**src/hw/rtl/pps_pkg.sv**
```systemverilog
// Shared types, register indexes and reset constants for the pressurisation phase sequencer.
package pps_pkg;

   localparam int unsigned CsrAddrWidth = 3;
   localparam int unsigned CsrDataWidth = 32;
   localparam int unsigned ReqDataWidth = 104;
   localparam int unsigned RspDataWidth = 24;

   localparam logic [6:0] DrivePctMax = 7'd100;

   localparam logic [15:0]        ChamberCriticalReset    = 16'd20000;
   localparam logic [15:0]        InterstageCriticalReset = 16'd17000;
   localparam logic [15:0]        RestartPressureReset    = 16'd1000;
   localparam logic [15:0]        StableDeltaReset        = 16'd1;
   localparam logic [31:0]        StableWindowReset       = 32'd10000;
   localparam logic signed [15:0] OverTempReset           = 16'sd6000;
   localparam logic signed [15:0] ResumeTempReset         = 16'sd5000;
   localparam logic [6:0]         DrivePctReset           = 7'd100;

   typedef enum logic [CsrAddrWidth-1:0] {
      CSR_CHAMBER_CRITICAL    = 3'd0,
      CSR_INTERSTAGE_CRITICAL = 3'd1,
      CSR_RESTART_PRESSURE    = 3'd2,
      CSR_STABLE_DELTA        = 3'd3,
      CSR_STABLE_WINDOW_MS    = 3'd4,
      CSR_OVER_TEMP           = 3'd5,
      CSR_RESUME_TEMP         = 3'd6,
      CSR_DRIVE_PCT           = 3'd7
   } csr_index_type;

   typedef enum logic [1:0] {
      PHASE_FILLING   = 2'd0,
      PHASE_WAIT_DROP = 2'd1,
      PHASE_TEMP_HOLD = 2'd2,
      PHASE_FINISHED  = 2'd3
   } phase_type;

   typedef struct packed {
      logic [15:0]        chamber_critical;
      logic [15:0]        interstage_critical;
      logic [15:0]        restart_pressure;
      logic [15:0]        stable_delta;
      logic [31:0]        stable_window_ms;
      logic signed [15:0] over_temp;
      logic signed [15:0] resume_temp;
      logic [6:0]         drive_pct;
   } cfg_type;

   typedef struct packed {
      logic               safety_stop;
      logic signed [15:0] temp_second;
      logic signed [15:0] temp_first;
      logic [15:0]        interstage_pressure;
      logic [15:0]        chamber_pressure;
      logic [31:0]        now_ms;
   } sample_type;

   typedef struct packed {
      logic [1:0] phase_now;
      logic       finished;
      logic       solenoid_open;
      logic [6:0] piston_pct;
      logic [6:0] diaphragm_pct;
   } result_type;

endpackage

```
**src/hw/rtl/pps_csr.sv**
```systemverilog
// Configuration registers of the pressurisation phase sequencer.
module pps_csr
   import pps_pkg::*;
(
   input  logic                    clock,
   input  logic                    reset,
   input  logic                    csr_we,
   input  logic [CsrAddrWidth-1:0] csr_addr,
   input  logic [CsrDataWidth-1:0] csr_wdata,
   output cfg_type                 cfg
);

   cfg_type cfg_ff;
   cfg_type cfg_in;

   always_comb begin
      cfg_in = cfg_ff;
      if (csr_we) begin
         case (csr_index_type'(csr_addr))
            CSR_CHAMBER_CRITICAL:    cfg_in.chamber_critical    = csr_wdata[15:0];
            CSR_INTERSTAGE_CRITICAL: cfg_in.interstage_critical = csr_wdata[15:0];
            CSR_RESTART_PRESSURE:    cfg_in.restart_pressure    = csr_wdata[15:0];
            CSR_STABLE_DELTA:        cfg_in.stable_delta        = csr_wdata[15:0];
            CSR_STABLE_WINDOW_MS:    cfg_in.stable_window_ms    = csr_wdata[31:0];
            CSR_OVER_TEMP:           cfg_in.over_temp           = csr_wdata[15:0];
            CSR_RESUME_TEMP:         cfg_in.resume_temp         = csr_wdata[15:0];
            CSR_DRIVE_PCT:           cfg_in.drive_pct           = csr_wdata[6:0];
            default:                 cfg_in = cfg_ff;
         endcase
      end
   end

   always_ff @(posedge clock) begin
      if (reset) begin
         cfg_ff.chamber_critical    <= ChamberCriticalReset;
         cfg_ff.interstage_critical <= InterstageCriticalReset;
         cfg_ff.restart_pressure    <= RestartPressureReset;
         cfg_ff.stable_delta        <= StableDeltaReset;
         cfg_ff.stable_window_ms    <= StableWindowReset;
         cfg_ff.over_temp           <= OverTempReset;
         cfg_ff.resume_temp         <= ResumeTempReset;
         cfg_ff.drive_pct           <= DrivePctReset;
      end else begin
         cfg_ff <= cfg_in;
      end
   end

   assign cfg = cfg_ff;

endmodule

```
**src/hw/rtl/pps_in_stage.sv**
```systemverilog
// Input register that holds one sample item until the sequencer takes it.
module pps_in_stage
   import pps_pkg::*;
(
   input  logic                    clock,
   input  logic                    reset,
   input  logic                    req_tvalid,
   output logic                    req_tready,
   input  logic [ReqDataWidth-1:0] req_tdata,
   input  logic                    advance,
   output logic                    sample_valid,
   output sample_type              sample
);

   logic       valid_ff;
   logic       valid_in;
   sample_type sample_ff;
   logic       take;

   assign req_tready = !valid_ff || advance;
   assign take       = req_tvalid && req_tready;

   always_comb begin
      valid_in = valid_ff;
      if (take) begin
         valid_in = 1'b1;
      end else if (advance) begin
         valid_in = 1'b0;
      end
   end

   always_ff @(posedge clock) begin
      if (reset) begin
         valid_ff <= 1'b0;
      end else begin
         valid_ff <= valid_in;
      end
   end

   always_ff @(posedge clock) begin
      if (take) begin
         sample_ff <= sample_type'(req_tdata[$bits(sample_type)-1:0]);
      end
   end

   assign sample_valid = valid_ff;
   assign sample       = sample_ff;

endmodule

```
**src/hw/rtl/pps_core.sv**
```systemverilog
// Phase state and the per-sample decision logic of the sequencer.
module pps_core
   import pps_pkg::*;
(
   input  logic       clock,
   input  logic       reset,
   input  cfg_type    cfg,
   input  sample_type sample,
   input  logic       advance,
   output result_type result
);

   phase_type   phase_ff;
   phase_type   phase_in;
   logic [15:0] last_pressure_ff;
   logic [15:0] last_pressure_in;
   logic [31:0] stable_since_ff;
   logic [31:0] stable_since_in;
   logic        prev_drive_zero_ff;
   logic        prev_drive_zero_in;

   logic        overheat;
   logic        cooled;
   logic [15:0] delta;
   logic [31:0] since_eff;
   logic [31:0] elapsed;
   logic [6:0]  drive;
   logic        fin;

   assign overheat = (sample.temp_first > cfg.over_temp) || (sample.temp_second > cfg.over_temp);
   assign cooled   = (sample.temp_first <= cfg.resume_temp)
                  && (sample.temp_second <= cfg.resume_temp);
   assign delta    = (sample.chamber_pressure >= last_pressure_ff)
                   ? sample.chamber_pressure - last_pressure_ff
                   : last_pressure_ff - sample.chamber_pressure;
   assign since_eff = (stable_since_ff == 32'd0) ? sample.now_ms : stable_since_ff;
   assign elapsed   = sample.now_ms - since_eff;

   always_comb begin
      phase_in         = phase_ff;
      last_pressure_in = last_pressure_ff;
      stable_since_in  = stable_since_ff;
      drive            = 7'd0;
      fin              = 1'b0;
      if (phase_ff == PHASE_FINISHED) begin
         fin = 1'b1;
      end else if (overheat) begin
         if (phase_ff != PHASE_TEMP_HOLD) begin
            phase_in         = PHASE_TEMP_HOLD;
            stable_since_in  = sample.now_ms;
            last_pressure_in = sample.chamber_pressure;
         end
      end else if (phase_ff == PHASE_TEMP_HOLD) begin
         if (cooled) begin
            phase_in         = PHASE_FILLING;
            stable_since_in  = sample.now_ms;
            last_pressure_in = sample.chamber_pressure;
         end
      end else if (sample.safety_stop && prev_drive_zero_ff) begin
         phase_in         = PHASE_WAIT_DROP;
         stable_since_in  = sample.now_ms;
         last_pressure_in = sample.chamber_pressure;
      end else if (phase_ff == PHASE_FILLING) begin
         drive           = (cfg.drive_pct > DrivePctMax) ? DrivePctMax : cfg.drive_pct;
         stable_since_in = since_eff;
         if (delta <= cfg.stable_delta) begin
            if (elapsed >= cfg.stable_window_ms) begin
               phase_in = PHASE_WAIT_DROP;
               drive    = 7'd0;
            end
         end else begin
            stable_since_in = sample.now_ms;
         end
         if ((sample.chamber_pressure >= cfg.chamber_critical)
               || (sample.interstage_pressure >= cfg.interstage_critical)) begin
            phase_in = PHASE_WAIT_DROP;
            drive    = 7'd0;
         end
         last_pressure_in = sample.chamber_pressure;
      end else begin
         if (sample.chamber_pressure <= cfg.restart_pressure) begin
            phase_in = PHASE_FINISHED;
            fin      = 1'b1;
         end
      end
      prev_drive_zero_in = (drive == 7'd0);
   end

   always_ff @(posedge clock) begin
      if (reset) begin
         phase_ff           <= PHASE_FILLING;
         last_pressure_ff   <= 16'd0;
         stable_since_ff    <= 32'd0;
         prev_drive_zero_ff <= 1'b1;
      end else if (advance) begin
         phase_ff           <= phase_in;
         last_pressure_ff   <= last_pressure_in;
         stable_since_ff    <= stable_since_in;
         prev_drive_zero_ff <= prev_drive_zero_in;
      end
   end

   always_comb begin
      result.diaphragm_pct = drive;
      result.piston_pct    = drive;
      result.solenoid_open = 1'b0;
      result.finished      = fin;
      result.phase_now     = phase_in;
   end

endmodule

```
**src/hw/rtl/pps_out_stage.sv**
```systemverilog
// Result register that holds one result item until the consumer takes it.
module pps_out_stage
   import pps_pkg::*;
(
   input  logic                    clock,
   input  logic                    reset,
   input  logic                    sample_valid,
   input  result_type              result,
   output logic                    advance,
   output logic                    rsp_tvalid,
   input  logic                    rsp_tready,
   output logic [RspDataWidth-1:0] rsp_tdata
);

   logic       valid_ff;
   logic       valid_in;
   result_type result_ff;

   assign advance = sample_valid && (!valid_ff || rsp_tready);

   always_comb begin
      valid_in = valid_ff;
      if (advance) begin
         valid_in = 1'b1;
      end else if (rsp_tready) begin
         valid_in = 1'b0;
      end
   end

   always_ff @(posedge clock) begin
      if (reset) begin
         valid_ff <= 1'b0;
      end else begin
         valid_ff <= valid_in;
      end
   end

   always_ff @(posedge clock) begin
      if (advance) begin
         result_ff <= result;
      end
   end

   assign rsp_tvalid = valid_ff;
   assign rsp_tdata  = {{(RspDataWidth - $bits(result_type)){1'b0}}, result_ff};

endmodule

```
**src/hw/rtl/pressurisation_phase_sequencer_top.sv**
```systemverilog
// Flow: an accepted sample item is held in the input register, and its result item is
// registered in the result register as it moves on; a stalled consumer can hold it between.
// Throughput: one sample item per cycle while the consumer takes results; the phase state updates as each item
// moves from the input register into the result register.
// Reset: synchronous and active high; it restores the register defaults, the
// pressurising phase, an unset stable time and a zero previous drive.
module pressurisation_phase_sequencer_top
   import pps_pkg::*;
(
   input  logic                    clock,
   input  logic                    reset,
   input  logic                    req_tvalid,
   output logic                    req_tready,
   // now_ms, chamber_pressure, interstage_pressure, temp_first, temp_second, safety_stop
   input  logic [ReqDataWidth-1:0] req_tdata,
   output logic                    rsp_tvalid,
   input  logic                    rsp_tready,
   // diaphragm_pct, piston_pct, solenoid_open, finished, phase_now
   output logic [RspDataWidth-1:0] rsp_tdata,
   input  logic                    csr_we,
   input  logic [CsrAddrWidth-1:0] csr_addr,
   input  logic [CsrDataWidth-1:0] csr_wdata
);

   cfg_type    cfg;
   sample_type sample;
   result_type result;
   logic       sample_valid;
   logic       advance;

   pps_csr u_csr (
      .clock     (clock),
      .reset     (reset),
      .csr_we    (csr_we),
      .csr_addr  (csr_addr),
      .csr_wdata (csr_wdata),
      .cfg       (cfg)
   );

   pps_in_stage u_in_stage (
      .clock        (clock),
      .reset        (reset),
      .req_tvalid   (req_tvalid),
      .req_tready   (req_tready),
      .req_tdata    (req_tdata),
      .advance      (advance),
      .sample_valid (sample_valid),
      .sample       (sample)
   );

   pps_core u_core (
      .clock   (clock),
      .reset   (reset),
      .cfg     (cfg),
      .sample  (sample),
      .advance (advance),
      .result  (result)
   );

   pps_out_stage u_out_stage (
      .clock        (clock),
      .reset        (reset),
      .sample_valid (sample_valid),
      .result       (result),
      .advance      (advance),
      .rsp_tvalid   (rsp_tvalid),
      .rsp_tready   (rsp_tready),
      .rsp_tdata    (rsp_tdata)
   );

endmodule

```
**config.mk**
```make
export PLATFORM = sky130hd
export DESIGN_NAME = pressurisation_phase_sequencer_top
export DESIGN_NICKNAME = d
export VERILOG_FILES = /design/src/hw/rtl/pps_pkg.sv /design/src/hw/rtl/pps_csr.sv /design/src/hw/rtl/pps_in_stage.sv /design/src/hw/rtl/pps_core.sv /design/src/hw/rtl/pps_out_stage.sv /design/src/hw/rtl/pressurisation_phase_sequencer_top.sv
export SDC_FILE = /design/constraint.sdc
export NUM_CORES = 1
export LEC_CHECK = 0
export BUFFER_PORTS_ARGS = -buffer_cell sky130_fd_sc_hd__clkbuf_2
export CAP_MARGIN = 15
export CORE_UTILIZATION = 40
export DETAILED_ROUTE_END_ITERATION = 12
export GPL_TIMING_DRIVEN = 0
export HOLD_SLACK_MARGIN = 0.03
export SYNTH_ARGS = -nofsm -noshare
export SYNTH_HDL_FRONTEND = slang
export SYNTH_SLANG_ARGS = --single-unit
```
**constraint.sdc**
```tcl
create_clock -name clock -period 6.15 [get_ports clock]
set_input_delay 0.3075 -clock clock [delete_from_list [all_inputs] [get_ports clock]]
set_output_delay 0.3075 -clock clock [all_outputs]
set_load 0.01 [all_outputs]
```
==> parameters.txt <==
Parameter                              Value

Status
  Run status    finished clean

Pwr
  Static power due to leakage    9.12 nW
  Switch share    0.305
  Switching Power    0.00172 W
  Internal power component    0.00391 W
  Share of power burned in the clock network    0.370
  Worst VDD drop    0.173 mV
  Seq pwr share    0.387
  Share of power burned in combinational logic    0.243
  P per Cell Area    256 mW/mm^2
  Tot Pwr    0.00563 W

Floorplan
  Total Die Area    0.0454 sq mm
  Initial Utilization    0.410
  Area inside the core boundary    0.0435 sq mm
  Die height    213 um
  Die Width    213 um
  Standard-cell row count    76
  I/O pins    170

Hold path
  Hold Path Class    input port to flop

Routing
  Length of the first detailed-routing pass in iterations    5
  Post-Route WL    53.2 mm
  Vias per cell    5.32
  Via total after detailed routing    15800
  Routed length per instance    17.9 um
  Residual DRC count    0
  Remaining number of nets flagged by the antenna check after routing    0
  Number of design-rule violations left by the first detailed-router iteration    1016

Critical path
  Worst setup EP type    flop
  CP peak stage delay    0.43 ns
  Required time of the critical path    6.58 ns
  Startpoint-to-endpoint class of the critical path    flop to flop
  Largest fanout of any net on the critical path    10
  Slowest library cell on the worst path    o41ai_4
  Launching element type of the critical path    flop
  Worst endpoint data arrival time    6.40 ns

Clock network
  Clock-pin slew on the worst setup and hold paths    0.06 ns
  Clock tree from TritonCTS    yes
  Master cell of the clock root buffer    clkbuf_16
  Skew-Pair Late Insertion Delay    0.56 ns
  CTS Buf Count    35
  Clock net sink count    295
  H-tree level count    2
  Max Root-Sink Buffers    3

Logic synthesis
  Async set-or-reset flop fraction in the synthesized netlist    0
  Netlist area before placement    0.0178 sq mm
  Count of synthesis-stage warnings from yosys    0
  Predominant post-synthesis flop cell    dfxtp_1
  Count of flip-flops with a built-in enable after synthesis    107
  Cell types occupying the most area after synthesis    dfxtp_1 (21%), edfxtp_1 (18%), ha_1 (15%), a21oi_1 (7.2%), nand2_1 (6.7%)
  Proportion of netlist area held by the largest area contributor    0.211
  Number of synthesized register bits    295
  Seq/Total Area, Yosys    0.392
  Average instance area after synthesis    8.77 sq um
  Yosys cell types    73
  Synthesized instance count    2031
  Leading area contributor after synthesis    dfxtp_1

Place
  Placer congestion estimate    0.931
  Number of placed cells counting well taps    2767
  Post-DP HPWL    40.3 mm
  Post-placement worst setup slack    -2.27 ns
  Port Buffer Count    144

Global routing
  Antenna violations before repair    1
  Grt total ovfl    0
  First-pass GRT wire length    82.2 mm
  Overall Global Routing Usage    0.236
  Pin count of the biggest net entering global routing    69
  Vias in the first global route    15100

Final layout
  Area used by multi-input combinational logic    0.00989 sq mm
  Post-Layout Cell Count    2964
  FF/Latch Area    0.00698 sq mm
  Number of nets in the layout    2714
  Share of the core filled with cells    0.506
  Fillers    4132
  Growth of design area from synthesis to finish    23.6%
  Proportion of layout cells with a drive suffix above 1    0.124

Timing
  Min Hold Slack    0.0722 ns
  Worst slew pin tran    1.03 ns
  Rel. slew slack    0.310
  Final worst setup slack    0.171 ns
  Final period utilization    0.972
  Max Slew Vio Count    0
  Setup skew after layout    0.0207 ns
  FMAX    0.167 GHz
  Minimum clock period after layout    5.98 ns
  Setup violation total in the final timing report    0
  Number of hold violations in the final report    0

Flow run
  MaxCap Viol Count    0
worst max-delay path: cells and delay by family (launching register included):
| family | cells | cell delay (ns) |
|---|---|---|
| simple gates | 7 | 1.47 |
| compound gates | 11 | 2.49 |
| fa+ha+maj | 2 | 0.64 |
| buf+inv | 6 | 0.93 |
| flops | 1 | 0.30 |
final timing paths:
path,from,to,slack (ns),cells after the start
worst max-delay path,u_core.stable_since_ff[5],u_out_stage.rsp_tdata[7],0.17,26
worst min-delay path,rsp_tready,u_out_stage.rsp_tvalid,0.07,4
worst max register to register,u_core.stable_since_ff[5],u_out_stage.rsp_tdata[7],0.17,26
worst min register to register,u_csr.cfg[100],u_csr.cfg[100],0.45,2
area by class of cell:
cell class,instances,share of cell area
well taps,585,0.0333
clock buffers,50,0.0466
inverters,182,0.0310
diodes,1,0.000114
clock inverters,14,0.00529
multi-input cells,1450,0.449
plain buffers,107,0.0241
flip-flops and latches,295,0.317
repair buffers,280,0.0932
cells in the mapped netlist, types with 9 or more instances:
cell type / n
a211oi_1: 13
mux2i_1: 11
a31oi_1: 12
dfxtp_1: 188
a22o_1: 32
nand2_1: 318
edfxtp_1: 107
nor2_1: 59
a21oi_1: 257
o21a_1: 12
nand2b_1: 19
xor2_1: 14
o211ai_1: 42
clkbuf_1: 75
nand3_1: 41
o21bai_1: 18
nand4_1: 47
inv_1: 182
nor2b_1: 28
xnor2_1: 21
buf_4: 17
ha_1: 217
a21o_1: 61
nor4_1: 16
nor3_1: 22
and3_1: 9
o21ai_0: 70
cell families after synthesis:
group / count (synthesis) / synth area share
AND/OR/NAND/NOR: 585 / 0.151
AO/OA/AOI/OAI: 590 / 0.211
other: 1 / 0.000211
buffers and inverters: 292 / 0.0661
XOR/XNOR: 35 / 0.0172
multiplexers: 14 / 0.00808
adder cells (fa/ha/maj): 219 / 0.155
flip-flops: 295 / 0.392
state kept, by name, summed over array words and instances, names as in the netlist:
register,flops
u_out_stage.rsp_tdata,10
u_out_stage.rsp_tvalid,1
u_in_stage.sample_valid,1
u_core.last_pressure_ff,16
u_core.phase_ff,2
u_core.stable_since_ff,32
u_core.prev_drive_zero_ff,1
u_csr.cfg,135
u_in_stage.sample,97
stage by stage:
stage | setup TNS [ns] | instance area [sq um]
floorplan | 0 | 17800
global placement | -39.61 | 19300
detailed placement | -39.37 | 19300
CTS | 0 | 21800
global route | -0.250 | 22000
finish | 0 | 22000
per-layer routing:
layer / share of wire / GRT usage / up-vias
met1: 0.47 / 0.320 / 7437
li1: - / - / 7894
met4: 0.029 / 0.0866 / 0
met5: 0 / 0 / -
met3: 0.047 / 0.0318 / 79
met2: 0.45 / 0.381 / 347
timing repair:
| action | 4_1_cts | 5_1_grt |
|---|---|---|
| gates resized for setup | 35 | 30 |
| endpoints found under the setup margin | 42 | 41 |
| pin swaps | 10 | 13 |
| hold buffers | 114 | 0 |
| buffers inserted | 9 | 12 |
| endpoints found under the hold margin | 114 | 0 |
power by group through the flow:
stage / clock network, W / registers [W] / logic [W]
after floorplan: 0 / 0.00219 / 0.000863
after global placement: 0 / 0.00222 / 0.00119
after detailed placement: 0 / 0.00222 / 0.00122
after CTS: 0.00213 / 0.00218 / 0.00133
after global routing: 0.00220 / 0.00219 / 0.00154
final: 0.00208 / 0.00218 / 0.00137
cell usage in the layout, fill, tap and decap left out, drive strengths merged, types with 4 or more instances in the layout:
cell         count
o31ai            6
a31oi           12
conb             7
dlygate4sd3    114
ha             217
o21ai           70
nand4           47
nand3           41
a2111oi          7
a211o            4
and4             7
xor2            14
xnor2           21
nand2          318
buf             52
nor4            16
inv            184
a21boi           5
nor3            22
nor2b           28
dfxtp          188
o21bai          18
nor2            59
nand2b          19
clkinv          10
edfxtp         107
a21o            61
o211ai          42
and3             9
mux2i           11
a221oi           5
o41ai            4
or4              4
o21a            12
a21oi          257
and2             4
clkbuf         271
a211oi          13
a22o            32
(Power assumes the default switching activity.)
